File: src/hdl/bis_pkg.sv
// ----------------------------------------------------------------------------
// bis_pkg: shared types and constants of the blocked interval selector
// Holds codes, control structs and fixed sizes used across the block.
// ----------------------------------------------------------------------------
package bis_pkg;

  localparam int MAX_PROFILES = 5;
  localparam int SLOT_W       = 3;
  localparam int TOL_W        = 16;
  localparam int CFG_IDX_W    = 2;

  // load count value that marks an overflowed set
  localparam logic [SLOT_W-1:0] CNT_OVERFLOW = 3'd6;
  localparam logic [TOL_W-1:0]  TOL_RESET    = 16'd1;

  // input item kind and result kind codes
  localparam logic KIND_LOAD   = 1'b0;
  localparam logic KIND_QUERY  = 1'b1;
  localparam logic RESP_STATUS = 1'b0;
  localparam logic RESP_QUERY  = 1'b1;

  // configuration register indexes
  localparam logic [CFG_IDX_W-1:0] CFG_TIE_PAIR = 2'd0;
  localparam logic [CFG_IDX_W-1:0] CFG_TIE_NEAR = 2'd1;
  localparam logic [CFG_IDX_W-1:0] CFG_TIE_FAR  = 2'd2;

  typedef enum logic [1:0] {
    ST_IDLE,
    ST_RD,
    ST_EX
  } state_e;

  typedef enum logic [2:0] {
    PH_TIE2,
    PH_TIE4A,
    PH_TIE4B,
    PH_TIE4C,
    PH_MIN,
    PH_IV1,
    PH_IV1X,
    PH_IV2
  } phase_e;

  typedef enum logic [1:0] {
    TOL_PAIR,
    TOL_NEAR,
    TOL_FAR
  } tol_sel_e;

  typedef struct packed {
    logic              we;
    logic [SLOT_W-1:0] waddr;
    logic              re;
    logic [SLOT_W-1:0] ra;
    logic [SLOT_W-1:0] rb;
  } mem_ctl_t;

  typedef struct packed {
    logic lt;
    logic tie;
    logic dir_ne;
  } cmp_res_t;

  typedef struct packed {
    logic              init;
    logic              wr_min;
    logic              min_sel_a;
    logic [SLOT_W-1:0] min_slot;
    logic              wr_a;
    logic              wr_b;
    logic [SLOT_W-1:0] slot_l;
    logic [SLOT_W-1:0] slot_r;
  } blk_wr_t;

  typedef struct packed {
    logic done;
    logic ok;
  } resp_t;

endpackage

File: src/hdl/blocked_interval_selector.sv
// ----------------------------------------------------------------------------
// blocked_interval_selector: blocked duration intervals over candidate profiles
// Stages up to five profiles, builds the block, answers time queries.
// ----------------------------------------------------------------------------
//
//  channel   ports                                         direction
//  -------   --------------------------------------------  ---------
//  command   start_i, busy_o, kind_i, duration_i,          in
//            direction_i, last_i, query_time_i
//  result    done_o, resp_kind_o, calc_ok_o, blocked_o,    out
//            profile_valid_o, profile_slot_o
//  config    cfg_we_i, cfg_index_i, cfg_wdata_i            in
//
//  A command transfers at a clock edge with start_i high and busy_o low.
//  A load without last gives no result. A query gives its result in the
//  next cycle; queries may follow each other every cycle while idle.
//  A last load runs the calculation: each compare is a staging read, then
//  a step in the shared compare unit, and the status passes through the
//  result register. An overflowed set reports in the next cycle. Reset
//  clears the block, the load count and the sequencer; tolerances reset
//  to one. done_o is a one-cycle strobe the receiver cannot hold off.
//
module blocked_interval_selector #(
  parameter int TIME_BITS = 48
) (
  input  logic                          clk_i,
  input  logic                          rst_ni,
  // command channel
  input  logic                          start_i,
  output logic                          busy_o,
  input  logic                          kind_i,
  input  logic [TIME_BITS-1:0]          duration_i,
  input  logic                          direction_i,
  input  logic                          last_i,
  input  logic [TIME_BITS-1:0]          query_time_i,
  // result channel
  output logic                          done_o,
  output logic                          resp_kind_o,
  output logic                          calc_ok_o,
  output logic                          blocked_o,
  output logic                          profile_valid_o,
  output logic [bis_pkg::SLOT_W-1:0]    profile_slot_o,
  // configuration write port
  input  logic                          cfg_we_i,
  input  logic [bis_pkg::CFG_IDX_W-1:0] cfg_index_i,
  input  logic [bis_pkg::TOL_W-1:0]     cfg_wdata_i
);

  localparam int SW = bis_pkg::SLOT_W;
  localparam int TW = bis_pkg::TOL_W;

  logic                 take;
  logic [TW-1:0]        tol_pair_q, tol_near_q, tol_far_q;

  bis_pkg::mem_ctl_t    mem_ctl;
  bis_pkg::cmp_res_t    cmp_res;
  bis_pkg::tol_sel_e    tol_sel;
  bis_pkg::blk_wr_t     blk_wr;
  bis_pkg::resp_t       resp;

  logic [TIME_BITS-1:0] a_dur, b_dur;
  logic                 a_dir, b_dir;
  logic                 q_blocked, q_valid;
  logic [SW-1:0]        q_slot;

  logic                 done_q, done_d;
  logic                 kind_q, kind_d;
  logic                 ok_q, ok_d;
  logic                 blk_q, blk_d;
  logic                 pv_q, pv_d;
  logic [SW-1:0]        slot_q, slot_d;

  // command transfer
  assign take = start_i && !busy_o;

  // tolerance registers; writes to an unused index drop
  always_ff @(posedge clk_i or negedge rst_ni) begin
    if (!rst_ni) begin
      tol_pair_q <= bis_pkg::TOL_RESET;
      tol_near_q <= bis_pkg::TOL_RESET;
      tol_far_q  <= bis_pkg::TOL_RESET;
    end else if (cfg_we_i) begin
      unique case (cfg_index_i)
        bis_pkg::CFG_TIE_PAIR: tol_pair_q <= cfg_wdata_i;
        bis_pkg::CFG_TIE_NEAR: tol_near_q <= cfg_wdata_i;
        bis_pkg::CFG_TIE_FAR:  tol_far_q  <= cfg_wdata_i;
        default: ;
      endcase
    end
  end

  bis_ctrl u_ctrl (
    .clk_i     (clk_i),
    .rst_ni    (rst_ni),
    .take_i    (take),
    .kind_i    (kind_i),
    .last_i    (last_i),
    .res_i     (cmp_res),
    .busy_o    (busy_o),
    .mem_o     (mem_ctl),
    .tol_sel_o (tol_sel),
    .blk_o     (blk_wr),
    .resp_o    (resp)
  );

  bis_stage_mem #(.TIME_BITS(TIME_BITS)) u_mem (
    .clk_i   (clk_i),
    .ctl_i   (mem_ctl),
    .wdur_i  (duration_i),
    .wdir_i  (direction_i),
    .a_dur_o (a_dur),
    .a_dir_o (a_dir),
    .b_dur_o (b_dur),
    .b_dir_o (b_dir)
  );

  bis_cmp_unit #(.TIME_BITS(TIME_BITS)) u_cmp (
    .a_dur_i    (a_dur),
    .a_dir_i    (a_dir),
    .b_dur_i    (b_dur),
    .b_dir_i    (b_dir),
    .tol_sel_i  (tol_sel),
    .tol_pair_i (tol_pair_q),
    .tol_near_i (tol_near_q),
    .tol_far_i  (tol_far_q),
    .res_o      (cmp_res)
  );

  bis_block #(.TIME_BITS(TIME_BITS)) u_block (
    .clk_i        (clk_i),
    .rst_ni       (rst_ni),
    .wr_i         (blk_wr),
    .a_dur_i      (a_dur),
    .b_dur_i      (b_dur),
    .lt_i         (cmp_res.lt),
    .query_time_i (query_time_i),
    .q_blocked_o  (q_blocked),
    .q_valid_o    (q_valid),
    .q_slot_o     (q_slot)
  );

  // result register: a status from the sequencer, or a query answer taken
  // the cycle the query transfers; the two never coincide
  always_comb begin
    done_d = 1'b0;
    kind_d = kind_q;
    ok_d   = ok_q;
    blk_d  = blk_q;
    pv_d   = pv_q;
    slot_d = slot_q;
    if (resp.done) begin
      done_d = 1'b1;
      kind_d = bis_pkg::RESP_STATUS;
      ok_d   = resp.ok;
      blk_d  = 1'b0;
      pv_d   = 1'b0;
      slot_d = '0;
    end else if (take && kind_i == bis_pkg::KIND_QUERY) begin
      done_d = 1'b1;
      kind_d = bis_pkg::RESP_QUERY;
      ok_d   = 1'b0;
      blk_d  = q_blocked;
      pv_d   = q_valid;
      slot_d = q_slot;
    end
  end

  always_ff @(posedge clk_i or negedge rst_ni) begin
    if (!rst_ni) begin
      done_q <= 1'b0;
      kind_q <= bis_pkg::RESP_STATUS;
      ok_q   <= 1'b0;
      blk_q  <= 1'b0;
      pv_q   <= 1'b0;
      slot_q <= '0;
    end else begin
      done_q <= done_d;
      kind_q <= kind_d;
      ok_q   <= ok_d;
      blk_q  <= blk_d;
      pv_q   <= pv_d;
      slot_q <= slot_d;
    end
  end

  assign done_o          = done_q;
  assign resp_kind_o     = kind_q;
  assign calc_ok_o       = ok_q;
  assign blocked_o       = blk_q;
  assign profile_valid_o = pv_q;
  assign profile_slot_o  = slot_q;

endmodule

File: src/hdl/bis_stage_mem.sv
// ----------------------------------------------------------------------------
// bis_stage_mem: staging store for candidate profiles
// One write port, two registered read ports; word is direction and duration.
// ----------------------------------------------------------------------------
module bis_stage_mem #(
  parameter int TIME_BITS = 48
) (
  input  logic                     clk_i,
  input  bis_pkg::mem_ctl_t        ctl_i,
  input  logic [TIME_BITS-1:0]     wdur_i,
  input  logic                     wdir_i,
  output logic [TIME_BITS-1:0]     a_dur_o,
  output logic                     a_dir_o,
  output logic [TIME_BITS-1:0]     b_dur_o,
  output logic                     b_dir_o
);

  localparam int W = TIME_BITS + 1;

  logic [W-1:0] mem_q [bis_pkg::MAX_PROFILES];
  logic [W-1:0] rda_q;
  logic [W-1:0] rdb_q;

  always_ff @(posedge clk_i) begin
    if (ctl_i.we) begin
      mem_q[ctl_i.waddr] <= {wdir_i, wdur_i};
    end
  end

  always_ff @(posedge clk_i) begin
    if (ctl_i.re) begin
      rda_q <= mem_q[ctl_i.ra];
      rdb_q <= mem_q[ctl_i.rb];
    end
  end

  assign a_dur_o = rda_q[TIME_BITS-1:0];
  assign a_dir_o = rda_q[TIME_BITS];
  assign b_dur_o = rdb_q[TIME_BITS-1:0];
  assign b_dir_o = rdb_q[TIME_BITS];

endmodule

File: src/hdl/bis_cmp_unit.sv
// ----------------------------------------------------------------------------
// bis_cmp_unit: shared compare unit
// One subtractor gives less-than and tolerance tie; an XOR, direction mismatch.
// ----------------------------------------------------------------------------
module bis_cmp_unit #(
  parameter int TIME_BITS = 48
) (
  input  logic [TIME_BITS-1:0]        a_dur_i,
  input  logic                        a_dir_i,
  input  logic [TIME_BITS-1:0]        b_dur_i,
  input  logic                        b_dir_i,
  input  bis_pkg::tol_sel_e           tol_sel_i,
  input  logic [bis_pkg::TOL_W-1:0]   tol_pair_i,
  input  logic [bis_pkg::TOL_W-1:0]   tol_near_i,
  input  logic [bis_pkg::TOL_W-1:0]   tol_far_i,
  output bis_pkg::cmp_res_t           res_o
);

  localparam int TW = bis_pkg::TOL_W;

  logic [TIME_BITS:0]   diff;
  logic                 borrow;
  logic [TIME_BITS-1:0] mag;
  logic                 hi_zero;
  logic [TW-1:0]        tol;
  logic                 tie;

  always_comb begin
    case (tol_sel_i)
      bis_pkg::TOL_PAIR: tol = tol_pair_i;
      bis_pkg::TOL_NEAR: tol = tol_near_i;
      bis_pkg::TOL_FAR:  tol = tol_far_i;
      default:           tol = tol_far_i;
    endcase
  end

  // when a < b the inverted difference is |a-b| - 1, so compare against tol - 1
  always_comb begin
    diff    = {1'b0, a_dur_i} - {1'b0, b_dur_i};
    borrow  = diff[TIME_BITS];
    mag     = borrow ? ~diff[TIME_BITS-1:0] : diff[TIME_BITS-1:0];
    hi_zero = (mag[TIME_BITS-1:TW] == '0);
    if (borrow) begin
      tie = hi_zero && (tol != '0) && (mag[TW-1:0] < (tol - TW'(1)));
    end else begin
      tie = hi_zero && (mag[TW-1:0] < tol);
    end
  end

  assign res_o.lt     = borrow;
  assign res_o.tie    = tie;
  assign res_o.dir_ne = a_dir_i ^ b_dir_i;

endmodule

File: src/hdl/bis_block.sv
// ----------------------------------------------------------------------------
// bis_block: current block registers and query evaluation
// Holds minimum time and up to two intervals; answers a time query.
// ----------------------------------------------------------------------------
module bis_block #(
  parameter int TIME_BITS = 48
) (
  input  logic                          clk_i,
  input  logic                          rst_ni,
  input  bis_pkg::blk_wr_t              wr_i,
  input  logic [TIME_BITS-1:0]          a_dur_i,
  input  logic [TIME_BITS-1:0]          b_dur_i,
  input  logic                          lt_i,
  input  logic [TIME_BITS-1:0]          query_time_i,
  output logic                          q_blocked_o,
  output logic                          q_valid_o,
  output logic [bis_pkg::SLOT_W-1:0]    q_slot_o
);

  localparam int SW = bis_pkg::SLOT_W;

  logic                 valid_q, av_q, bv_q;
  logic [TIME_BITS-1:0] min_time_q, al_q, ar_q, bl_q, br_q;
  logic [SW-1:0]        min_slot_q, aslot_q, bslot_q;
  logic [TIME_BITS-1:0] lo, hi;
  logic [SW-1:0]        iv_slot;
  logic                 t_lt_min, t_gt_al, t_lt_ar, t_gt_bl, t_lt_br;

  always_comb begin
    lo      = lt_i ? a_dur_i : b_dur_i;
    hi      = lt_i ? b_dur_i : a_dur_i;
    iv_slot = lt_i ? wr_i.slot_r : wr_i.slot_l;
  end

  always_ff @(posedge clk_i or negedge rst_ni) begin
    if (!rst_ni) begin
      valid_q <= 1'b0;
      av_q    <= 1'b0;
      bv_q    <= 1'b0;
    end else if (wr_i.init) begin
      valid_q <= 1'b1;
      av_q    <= 1'b0;
      bv_q    <= 1'b0;
    end else begin
      if (wr_i.wr_a) av_q <= 1'b1;
      if (wr_i.wr_b) bv_q <= 1'b1;
    end
  end

  always_ff @(posedge clk_i) begin
    if (wr_i.wr_min) begin
      min_time_q <= wr_i.min_sel_a ? a_dur_i : b_dur_i;
      min_slot_q <= wr_i.min_slot;
    end
    if (wr_i.wr_a) begin
      al_q    <= lo;
      ar_q    <= hi;
      aslot_q <= iv_slot;
    end
    if (wr_i.wr_b) begin
      bl_q    <= lo;
      br_q    <= hi;
      bslot_q <= iv_slot;
    end
  end

  always_comb begin
    t_lt_min = query_time_i < min_time_q;
    t_gt_al  = al_q < query_time_i;
    t_lt_ar  = query_time_i < ar_q;
    t_gt_bl  = bl_q < query_time_i;
    t_lt_br  = query_time_i < br_q;
    if (!valid_q) begin
      q_blocked_o = 1'b1;
      q_slot_o    = '0;
    end else begin
      q_blocked_o = t_lt_min || (av_q && t_gt_al && t_lt_ar) || (bv_q && t_gt_bl && t_lt_br);
      if (bv_q && !t_lt_br) begin
        q_slot_o = bslot_q;
      end else if (av_q && !t_lt_ar) begin
        q_slot_o = aslot_q;
      end else begin
        q_slot_o = min_slot_q;
      end
    end
  end

  assign q_valid_o = valid_q;

endmodule

File: src/hdl/bis_ctrl.sv
// ----------------------------------------------------------------------------
// bis_ctrl: load counter and calculation sequencer
// Stages loads and steps the shared compare unit through the case rules.
// ----------------------------------------------------------------------------
module bis_ctrl (
  input  logic                 clk_i,
  input  logic                 rst_ni,
  input  logic                 take_i,
  input  logic                 kind_i,
  input  logic                 last_i,
  input  bis_pkg::cmp_res_t    res_i,
  output logic                 busy_o,
  output bis_pkg::mem_ctl_t    mem_o,
  output bis_pkg::tol_sel_e    tol_sel_o,
  output bis_pkg::blk_wr_t     blk_o,
  output bis_pkg::resp_t       resp_o
);

  localparam int SW = bis_pkg::SLOT_W;

  bis_pkg::state_e state_q, state_d;
  bis_pkg::phase_e phase_q, phase_d;
  logic [SW-1:0]   cnt_q, cnt_d, cnt_nx;
  logic [SW-1:0]   n_q, n_d;
  logic [SW-1:0]   i_q, i_d;
  logic [SW-1:0]   m_q, m_d;
  logic            skip1_q, skip1_d;
  logic            alt_q, alt_d;
  logic [SW-1:0]   e1, e2, e3, e4;
  logic [SW-1:0]   la, lb, addr_a, addr_b;

  // logical candidate index to load slot; drop slot one after a pair removal
  function automatic logic [SW-1:0] phys(input logic [SW-1:0] idx, input logic skip);
    return (skip && idx != '0) ? idx + SW'(1) : idx;
  endfunction

  function automatic logic [SW-1:0] mod_add(input logic [SW-1:0] a,
                                            input logic [SW-1:0] k,
                                            input logic [SW-1:0] n);
    logic [SW:0] s;
    s = {1'b0, a} + {1'b0, k};
    if (s >= {1'b0, n}) s = s - {1'b0, n};
    return s[SW-1:0];
  endfunction

  always_comb begin
    e1 = mod_add(m_q, SW'(1), n_q);
    e2 = mod_add(m_q, SW'(2), n_q);
    e3 = mod_add(m_q, SW'(3), n_q);
    e4 = mod_add(m_q, SW'(4), n_q);
    tol_sel_o = bis_pkg::TOL_FAR;
    unique case (phase_q)
      bis_pkg::PH_TIE2: begin
        la = SW'(0); lb = SW'(1); tol_sel_o = bis_pkg::TOL_PAIR;
      end
      bis_pkg::PH_TIE4A: begin
        la = SW'(0); lb = SW'(1); tol_sel_o = bis_pkg::TOL_NEAR;
      end
      bis_pkg::PH_TIE4B: begin
        la = SW'(2); lb = SW'(3);
      end
      bis_pkg::PH_TIE4C: begin
        la = SW'(0); lb = SW'(3);
      end
      bis_pkg::PH_MIN: begin
        la = i_q; lb = m_q;
      end
      bis_pkg::PH_IV1: begin
        if (n_q == SW'(2)) begin
          la = m_q; lb = e1;
        end else begin
          la = e1; lb = e2;
        end
      end
      bis_pkg::PH_IV1X: begin
        la = e1; lb = e4;
      end
      bis_pkg::PH_IV2: begin
        la = alt_q ? e2 : e3;
        lb = alt_q ? e3 : e4;
      end
      default: begin
        la = '0; lb = '0;
      end
    endcase
    addr_a = phys(la, skip1_q);
    addr_b = phys(lb, skip1_q);
  end

  always_ff @(posedge clk_i or negedge rst_ni) begin
    if (!rst_ni) begin
      state_q <= bis_pkg::ST_IDLE;
      phase_q <= bis_pkg::PH_MIN;
      cnt_q   <= '0;
      n_q     <= '0;
      i_q     <= '0;
      m_q     <= '0;
      skip1_q <= 1'b0;
      alt_q   <= 1'b0;
    end else begin
      state_q <= state_d;
      phase_q <= phase_d;
      cnt_q   <= cnt_d;
      n_q     <= n_d;
      i_q     <= i_d;
      m_q     <= m_d;
      skip1_q <= skip1_d;
      alt_q   <= alt_d;
    end
  end

  always_comb begin
    state_d = state_q;
    phase_d = phase_q;
    cnt_d   = cnt_q;
    n_d     = n_q;
    i_d     = i_q;
    m_d     = m_q;
    skip1_d = skip1_q;
    alt_d   = alt_q;

    cnt_nx  = (cnt_q < SW'(bis_pkg::MAX_PROFILES)) ? cnt_q + SW'(1) : bis_pkg::CNT_OVERFLOW;

    mem_o.we    = 1'b0;
    mem_o.waddr = cnt_q;
    mem_o.re    = 1'b0;
    mem_o.ra    = addr_a;
    mem_o.rb    = addr_b;

    blk_o.init      = 1'b0;
    blk_o.wr_min    = 1'b0;
    blk_o.min_sel_a = res_i.lt;
    blk_o.min_slot  = res_i.lt ? addr_a : addr_b;
    blk_o.wr_a      = 1'b0;
    blk_o.wr_b      = 1'b0;
    blk_o.slot_l    = addr_a;
    blk_o.slot_r    = addr_b;

    resp_o.done = 1'b0;
    resp_o.ok   = 1'b0;

    unique case (state_q)
      bis_pkg::ST_IDLE: begin
        if (take_i && kind_i == bis_pkg::KIND_LOAD) begin
          mem_o.we = (cnt_q < SW'(bis_pkg::MAX_PROFILES));
          cnt_d    = cnt_nx;
          if (last_i) begin
            cnt_d   = '0;
            n_d     = cnt_nx;
            i_d     = '0;
            m_d     = '0;
            skip1_d = 1'b0;
            alt_d   = 1'b0;
            case (cnt_nx)
              SW'(1), SW'(3), SW'(5): begin
                phase_d = bis_pkg::PH_MIN;
                state_d = bis_pkg::ST_RD;
              end
              SW'(2): begin
                phase_d = bis_pkg::PH_TIE2;
                state_d = bis_pkg::ST_RD;
              end
              SW'(4): begin
                phase_d = bis_pkg::PH_TIE4A;
                state_d = bis_pkg::ST_RD;
              end
              default: begin
                // overflowed set: report failure at once, keep block
                resp_o.done = 1'b1;
              end
            endcase
          end
        end
      end

      bis_pkg::ST_RD: begin
        mem_o.re = 1'b1;
        state_d  = bis_pkg::ST_EX;
      end

      bis_pkg::ST_EX: begin
        state_d = bis_pkg::ST_RD;
        unique case (phase_q)
          bis_pkg::PH_TIE2: begin
            blk_o.init   = 1'b1;
            blk_o.wr_min = 1'b1;
            if (res_i.tie) begin
              blk_o.min_sel_a = 1'b1;
              blk_o.min_slot  = addr_a;
              resp_o.done     = 1'b1;
              resp_o.ok       = 1'b1;
              state_d         = bis_pkg::ST_IDLE;
            end else begin
              m_d     = res_i.lt ? SW'(0) : SW'(1);
              phase_d = bis_pkg::PH_IV1;
            end
          end
          bis_pkg::PH_TIE4A: begin
            if (res_i.tie && res_i.dir_ne) begin
              skip1_d = 1'b1;
              n_d     = SW'(3);
              phase_d = bis_pkg::PH_MIN;
            end else begin
              phase_d = bis_pkg::PH_TIE4B;
            end
          end
          bis_pkg::PH_TIE4B: begin
            if (res_i.tie && res_i.dir_ne) begin
              n_d     = SW'(3);
              phase_d = bis_pkg::PH_MIN;
            end else begin
              phase_d = bis_pkg::PH_TIE4C;
            end
          end
          bis_pkg::PH_TIE4C: begin
            if (res_i.tie && res_i.dir_ne) begin
              n_d     = SW'(3);
              phase_d = bis_pkg::PH_MIN;
            end else begin
              resp_o.done = 1'b1;
              state_d     = bis_pkg::ST_IDLE;
            end
          end
          bis_pkg::PH_MIN: begin
            blk_o.init   = (i_q == '0);
            blk_o.wr_min = 1'b1;
            if (res_i.lt) m_d = i_q;
            if ((i_q + SW'(1)) == n_q) begin
              if (n_q == SW'(1)) begin
                resp_o.done = 1'b1;
                resp_o.ok   = 1'b1;
                state_d     = bis_pkg::ST_IDLE;
              end else begin
                phase_d = bis_pkg::PH_IV1;
              end
            end else begin
              i_d = i_q + SW'(1);
            end
          end
          bis_pkg::PH_IV1: begin
            if (n_q == SW'(5) && res_i.dir_ne) begin
              phase_d = bis_pkg::PH_IV1X;
            end else begin
              blk_o.wr_a = 1'b1;
              if (n_q == SW'(5)) begin
                alt_d   = 1'b0;
                phase_d = bis_pkg::PH_IV2;
              end else begin
                resp_o.done = 1'b1;
                resp_o.ok   = 1'b1;
                state_d     = bis_pkg::ST_IDLE;
              end
            end
          end
          bis_pkg::PH_IV1X: begin
            blk_o.wr_a = 1'b1;
            alt_d      = 1'b1;
            phase_d    = bis_pkg::PH_IV2;
          end
          bis_pkg::PH_IV2: begin
            blk_o.wr_b  = 1'b1;
            resp_o.done = 1'b1;
            resp_o.ok   = 1'b1;
            state_d     = bis_pkg::ST_IDLE;
          end
          default: begin
            resp_o.done = 1'b1;
            state_d     = bis_pkg::ST_IDLE;
          end
        endcase
      end

      default: begin
        state_d = bis_pkg::ST_IDLE;
      end
    endcase
  end

  assign busy_o = (state_q != bis_pkg::ST_IDLE);

`ifndef ASSERT_OFF
  // every evaluate step follows a read step
  a_ex_after_rd: assert property (@(posedge clk_i) disable iff (!rst_ni)
    state_q == bis_pkg::ST_EX |-> $past(state_q) == bis_pkg::ST_RD)
    else $error("evaluate step without a preceding read");

  // a status result always returns the sequencer to idle
  a_done_idle: assert property (@(posedge clk_i) disable iff (!rst_ni)
    resp_o.done |=> state_q == bis_pkg::ST_IDLE)
    else $error("sequencer still busy after status");

  // staging writes happen only while idle and below capacity
  a_we_idle: assert property (@(posedge clk_i) disable iff (!rst_ni)
    mem_o.we |-> (state_q == bis_pkg::ST_IDLE) && (cnt_q < SW'(bis_pkg::MAX_PROFILES)))
    else $error("staging write out of place");

  // load count stays within the overflow mark
  a_cnt_range: assert property (@(posedge clk_i) disable iff (!rst_ni)
    cnt_q <= bis_pkg::CNT_OVERFLOW)
    else $error("load count out of range");

  // block intervals are written only during calculation
  a_blk_busy: assert property (@(posedge clk_i) disable iff (!rst_ni)
    (blk_o.wr_a || blk_o.wr_b || blk_o.wr_min) |-> state_q == bis_pkg::ST_EX)
    else $error("block write outside calculation");
`endif

endmodule

File: config.mk
export PLATFORM = sky130hd
export DESIGN_NAME = blocked_interval_selector
export DESIGN_NICKNAME = d
export VERILOG_FILES = /design/src/hdl/bis_pkg.sv /design/src/hdl/blocked_interval_selector.sv /design/src/hdl/bis_stage_mem.sv /design/src/hdl/bis_cmp_unit.sv /design/src/hdl/bis_block.sv /design/src/hdl/bis_ctrl.sv
export SDC_FILE = /design/constraint.sdc
export NUM_CORES = 2
export LEC_CHECK = 0
export ABC_AREA = 0
export BUFFER_PORTS_ARGS = -buffer_cell sky130_fd_sc_hd__buf_2
export CAP_MARGIN = 40
export CORE_MARGIN = 1.5
export CORE_UTILIZATION = 55
export CTS_BUF_LIST = sky130_fd_sc_hd__clkbuf_4 sky130_fd_sc_hd__clkbuf_8
export DETAILED_ROUTE_END_ITERATION = 10
export PLACE_DENSITY = 0.73
export SYNTH_ARGS = -nofsm -noshare
export SYNTH_HDL_FRONTEND = slang
export SYNTH_SLANG_ARGS = --single-unit
File: constraint.sdc
create_clock -name clk_i -period 8.1 [get_ports clk_i]
set_input_delay 0.81 -clock clk_i [delete_from_list [all_inputs] [get_ports clk_i]]
set_output_delay 0.81 -clock clk_i [all_outputs]
set_load 0.01 [all_outputs]
## After elaboration in Yosys (flattened, before gate mapping)

Memory sizes are Yosys's and may differ from the RTL's. A register that Yosys moved wholly into a read port is not among the register bits.
Index checks and enable logic that the tools add are counted.

| word-level totals | value |
|---|---|
| memories | 1 |
| output and inout bits | 9 |
| input bits | 121 |
| RAM bits | 245 |
| word-level logic and storage cells | 267 |
| register bits after elaboration | 327 |

| operators by class | value |
|---|---|
| add/subtract/negate cells | 14 |
| reductions and logical operators | 52 |
| mux-type cells | 116 |
| eq/ne operators | 41 |
| magnitude comparators | 12 |
| bitwise operators | 3 |

Memory list:

| name | words | width | read ports | clocked after memory_dff | write ports | RTL line | text |
|---|---|---|---|---|---|---|---|
| u_mem.mem_q | 5 | 49 | 2 | 2 | 1 | bis_stage_mem.sv:20 | `logic [W-1:0] mem_q [bis_pkg::MAX_PROFILES];` |

Operator list:

| cell | count |
|---|---|
| < comparator 48 bit | 5 |
| two-way mux 48 bit | 4 |
| two-way mux 3 bit | 39 |
| subtractor 48 x 48 -> 49 bit | 1 |
| NOT 48 bit | 1 |
| two-way mux 1 bit | 39 |
| one-hot mux 3 bit (6 select lines) | 2 |
| zero test 32 bit | 1 |
| < comparator 16 bit | 2 |
| one-hot mux 16 bit (2 select lines) | 1 |
| one-hot mux 3 bit (2 select lines) | 5 |
| equality test 3 bit (second input constant) | 7 |
| one-hot mux 3 bit (7 select lines) | 1 |
| two-way mux 2 bit | 10 |
| >= comparator 4 x 3 -> 1 bit | 4 |
| logical AND 1 bit | 16 |
| nonzero test 16 bit | 1 |
| subtractor 16 x 1 -> 16 bit (second input constant) | 1 |
| equality test 3 x 2 -> 1 bit (second input constant) | 5 |
| inequality test 3 bit (second input constant) | 5 |
| AND reduction 5 bit | 3 |
| adder 3 x 1 -> 3 bit (second input constant) | 4 |
| inequality test 2 bit (second input constant) | 6 |
| inequality test 3 x 2 -> 1 bit (second input constant) | 4 |
| 37 further kinds | 71 |

## Longest topological paths before layout

| logic depth | value |
|---|---|
| depth after elaboration | 14 |
| gate-level depth with buffers | 29 |
| mapped depth without buffers | 24 |

## Cells and area by module

Synthesis repeated with hierarchy kept, for this count alone.

| second synthesis, totals | value |
|---|---|
| cell total of the unflattened synthesis | 3,271 |
| area total of the unflattened synthesis | 39,977.1 um^2 |

By module, submodules not included:

| module | cells an instance | times used | area an instance (um^2) |
|---|---|---|---|
| bis_block | 1,217 | 1 | 15,130.8 |
| bis_stage_mem | 860 | 1 | 14,998.1 |
| bis_cmp_unit | 723 | 1 | 4,939.7 |
| bis_ctrl | 337 | 1 | 2,721.4 |
| blocked_interval_selector | 134 | 1 | 2,187.1 |

## Least setup slack after synthesis

No wires, ideal clock.

| timing path | value |
|---|---|
| path type | flip-flop to flip-flop |
| from | register u_ctrl.phase_q[0] |
| to | register u_block.al_q[0] (enable) |
| setup time | 591 ps |
| cell stages (with the launch flop) | 8 |
| slack | 644 ps |
| arrival | 6,865 ps |
| cells stage by stage | dfrtp_1 > clkbuf_1 > clkbuf_1 > clkbuf_1 > clkbuf_1 > nor2b_1 > o21ai_0 > a21oi_1 |

RTL lines:

| item | RTL line | text |
|---|---|---|
| start, declared | bis_ctrl.sv:22 | `bis_pkg::phase_e phase_q, phase_d;` |
| start signal, assigned | bis_ctrl.sv:93 | `phase_q <= bis_pkg::PH_MIN;` |
| start signal, assigned | bis_ctrl.sv:102 | `phase_q <= phase_d;` |
| end signal, assigned | bis_block.sv:56 | `al_q <= lo;` |
| end, declared | bis_block.sv:23 | `logic [TIME_BITS-1:0] min_time_q, al_q, ar_q, bl_q, br_q;` |

## Final worst setup path

| timing path | value |
|---|---|
| from | register u_mem.rda_q[36], read port of u_mem.mem_q |
| to | register u_block.min_time_q[5] (data pin) |

| on the way | value |
|---|---|
| cells in the longest elaborated chain, start to end | 11 |

Ends and longest elaborated chain:

| item | RTL line | text |
|---|---|---|
| start, declared | bis_stage_mem.sv:21 | `logic [W-1:0] rda_q;` |
| subtractor 48 x 48 -> 49 bit * | bis_cmp_unit.sv:39 | `diff = {1'b0, a_dur_i} - {1'b0, b_dur_i};` |
| branches (longest 8 deep; another with < comparator 16 bit) | - |  |
| two-way mux 8 bit * | bis_ctrl.sv:142 | `unique case (state_q)` |
| two-way mux 48 bit * | bis_block.sv:52 | `min_time_q <= wr_i.min_sel_a ? a_dur_i : b_dur_i;` |
| end signal, assigned | bis_block.sv:52 |  |
| end, declared | bis_block.sv:23 |  |

Mark *: on every way between the ends.
A chain may end at the register's enable or synchronous reset.

==> run_results.csv <==
group,metric,value,unit
setup_path,arrival,7.39,ns
synthesis,synthArstFlopShare,11.6,%
setup_path,crit_required,8.55,ns
timing,hold_viol,0,
place,detailed_place_hpwl,81000,um
synthesis,synth_ff_type,"edfxtp_1",
synthesis,ys_seq_elements,670,
detailed_routing,drc_errors,0,
timing,period_share,85.6,%
floorplanning,num_rows,97,
floorplanning,initial_core_util,55.9,%
detailed_routing,drtIter0Drc,2442,
global_routing,antenna_found_initial,25,
final_layout,n_fill_cell,5524,
place,gp_congestion,0.994,
floorplanning,die_w,271,um
timing,setup_violations,0,
clock_tree,clock_path_buffers,3,
timing,period_needed,6.94,ns
setup_path,slowest_delay,0.57,ns
setup_path,endpoint_kind,"flip-flop",
detailed_routing,routed-wl-met3,8920,um
detailed_routing,dr.pass1.iters,5,
global_routing,gr-total-overflow,0,
setup_path,critical_path.top_delay_family,"simple AND/OR/NAND/NOR gates",
run,max-cap-violations,0,
synthesis,yosysWarnings,0,
clock_tree,post_cts_buffers,0,
setup_path,startpoint_type,"flip-flop",
synthesis,ys_types,98,
floorplanning,die_h,271,um
clock_tree,cts_tree,"done",
clock_tree,clk_latency,0.73,ns
synthesis,postSynthCellCount,3283,
final_layout,final_nets,3911,
detailed_routing,drtAntennaViolNets,0,
floorplanning,die_area,0.0732,sq mm
synthesis,synth_edf_count,592,
global_routing,track_usage,29.0,%
setup_path,path_cells,"ha_1, nand4_1, nor4_1, clkdlybuf4s15_2, and2_1, a21bo_2, nand3_4, buf_4, xnor2_1, ha_1, o21ai_0, a221oi_1, a211oi_1, nor3_1, or3_1, a31oi_1, o32ai_1, o22ai_2, nand3_2, and2_4, buf_12, mux2_4",
detailed_routing,routed.top_layer,"met5",
setup_path,cp_max_fo,51,
place,place.port_buffers,129,
detailed_routing,wire_per_inst,23.9,um
synthesis,ys_seq_area_share,50.1,%
global_routing,grt_pass1_wl,160000,um
timing,finalClockSkew,0.0499,ns
timing,slew_violations,0,
status,outcome,"completed",
timing,finalSetupTns,0,ns
clock_tree,numCtsBuffers,109,
global_routing,grt_max_degree,70,
detailed_routing,wl,107000,um
synthesis,synth_area,0.0394,sq mm
timing,max_freq,144,MHz
clock_tree,clkTransAtPathRegs,0.07,ns
detailed_routing,route.met2.wl,45600,um
detailed_routing,viasPerCell,6.03,
clock_tree,hold_buffers,0,
floorplanning,ios,130,
global_routing,grt_pass1_vias,27000,
timing,rsz0062_at_grt,"false",
setup_path,crit_type,"reg2reg",
clock_tree,h-tree-depth,3,
timing,slew_headroom,29.1,%
setup_path,crit_top_cell,"ha_1",
final_layout,area_growth,10.5,%
timing,tightestPinTransition,1.05,ns
clock_tree,root_buffer,"clkbuf_8",
clock_tree,cts_sinks,670,
synthesis,synth.avg_cell_area,12.0,sq um
floorplanning,core_area,0.0705,sq mm
clock_tree,ctsResizeCount,0,
final_layout,fin_util,61.7,%
synthesis,synth_nets,3740,
setup_path,slowest_stage,"ha_1",
detailed_routing,vias,27100,
final_layout,drive_gt1_share,17.3,%
setup_path,cp_num_buf_inv,3,
detailed_routing,wl_met1,49500,um
worst_hold_path,hold_path_class,"in2async",
==> layout by cell type, fill, tap and decap left out, types with 11 or more instances in the layout <==
cell      instances
buf_4            31
mux2_4           48
nor4_1           13
mux2i_1         321
nor3_1           13
a21oi_1         157
a211oi_1         22
nand2_1         217
xor2_1           19
edfxtp_1        592
clkbuf_4         34
buf_2           135
mux2_2          156
ha_1            330
clkinv_2         14
clkinv_1         22
nor2b_1          34
nor2_1           99
a21o_1          125
dfrtp_1          74
o21bai_1         11
o21a_1           17
xnor2_1          62
nand2b_1         27
nand3_1          31
o211ai_1         13
a31oi_1          19
inv_1           279
o21ai_0         189
clkbuf_8        117
nand4_1          65
and3_1           14
==> state kept, by name, indices dropped and copies added (netlist names), 2 cells and up <==
name	count
u_mem.rda_q	49
u_block.bslot_q	3
u_ctrl.cnt_q	3
u_ctrl.state_q	2
u_block.br_q	48
u_ctrl.m_q	3
u_block.min_slot_q	3
profile_slot_o	3
tol_near_q	16
u_block.aslot_q	3
u_ctrl.phase_q	3
u_block.ar_q	48
u_block.bl_q	48
tol_far_q	16
u_mem.rdb_q	49
u_mem.mem_q	245
u_ctrl.n_q	3
tol_pair_q	16
u_ctrl.i_q	3
u_block.min_time_q	48
u_block.al_q	48
==> through the flow <==
stage | instances | hold slack, ns | setup slack, ns | instance area [sq um]
finish | 4490 | 0.0324 | 1.16 | 43500
CTS | 4481 | 0.000501 | 1.13 | 43500
floorplan | 3283 | 0.439 | 0.644 | 39400
global route | 4487 | 0.0355 | 0.594 | 43500
global placement | 4268 | 0.457 | 1.02 | 41100
detailed placement | 4282 | 0.456 | 1.17 | 41300
==> layout make-up <==
cell class | count | area, sq um | share of cell area [%]
Clock buffer | 151 | 1870 | 4.28
Antenna cell | 8 | 20.0 | 0.0460
Sequential cell | 670 | 19700 | 45.3
Timing Repair Buffer | 178 | 1130 | 2.59
Clock inverter | 48 | 370 | 0.851
Tap cell | 940 | 1180 | 2.70
Inverter | 281 | 1050 | 2.42
Multi-Input combinational cell | 2214 | 18200 | 41.8
==> worst reg2reg max path, cell delays in order, from the launching register on <==
cell             delay (ns)
edfxtp_1               0.44
ha_1                   0.57
nand4_1                0.29
nor4_1                 0.36
clkdlybuf4s15_2        0.31
and2_1                 0.17
a21bo_2                0.27
nand3_4                0.25
buf_4                  0.52
xnor2_1                0.18
ha_1                   0.32
o21ai_0                0.10
a221oi_1               0.12
a211oi_1               0.31
nor3_1                 0.08
or3_1                  0.31
a31oi_1                0.34
o32ai_1                0.17
o22ai_2                0.35
nand3_2                0.21
and2_4                 0.36
buf_12                 0.30
mux2_4                 0.36
==> layer usage <==
| metal | GRT usage (%) | up-vias |
|---|---|---|
| met3 | 6.32 | 180 |
| met2 | 42.2 | 943 |
| li1 | - | 12600 |
| met1 | 42.6 | 13300 |
| met5 | 0 | - |
| met4 | 10.1 | 12 |
==> cell usage after synthesis, types with 14 or more instances <==
library cell | count | area, sq um
mux2i_1 | 322 | 3220
a31oi_1 | 19 | 119
nand2_1 | 217 | 815
buf_2 | 19 | 95.1
a211oi_1 | 22 | 165
o21a_1 | 17 | 128
xnor2_1 | 63 | 552
dfrtp_1 | 74 | 1850
nand4_1 | 65 | 407
a21oi_1 | 159 | 796
edfxtp_1 | 592 | 17800
nand2b_1 | 27 | 169
ha_1 | 330 | 4130
a21o_1 | 125 | 938
mux2_4 | 48 | 721
nor4_1 | 14 | 87.6
clkbuf_1 | 82 | 308
inv_1 | 281 | 1050
o21ai_0 | 189 | 946
and3_1 | 16 | 100
nand3_1 | 32 | 160
xor2_1 | 21 | 184
mux2_2 | 156 | 1760
nor2b_1 | 35 | 219
nor2_1 | 101 | 379
==> cells by family after synthesis <==
kind of cell / after synthesis / synth area share, %
fa+ha+maj: 336 / 10.8
xor+xnor: 84 / 1.87
buf+inv: 399 / 4.09
compound gates: 679 / 11.1
mux: 528 / 14.6
flops: 670 / 50.1
simple gates: 587 / 7.48
==> worst paths after layout <==
kind                                              endpoint                     startpoint  cells after the start  slack, ns
min reg2reg                  u_block.q_valid_o$_DFFE_PN0P_  u_block.q_valid_o$_DFFE_PN0P_                      1       0.49
max                        u_block.min_time_q[5]$_DFFE_PP_      u_mem.rda_q[36]$_DFFE_PN_                     22       1.16
max in group asynchronous        tol_near_q[0]$_DFFE_PN1P_                         rst_ni                      2       7.37
min                          profile_slot_o[0]$_DFFE_PN0P_                         rst_ni                      1       0.03
min in group clk_i             u_mem.mem_q[1][7]$_DFFE_PP_                  duration_i[7]                      1       0.31
max reg2reg                u_block.min_time_q[5]$_DFFE_PP_      u_mem.rda_q[36]$_DFFE_PN_                     22       1.16
Power is left out: the tool's default activity adds up to more than one toggle a clock period on the data nets, which glitch-free logic cannot reach.
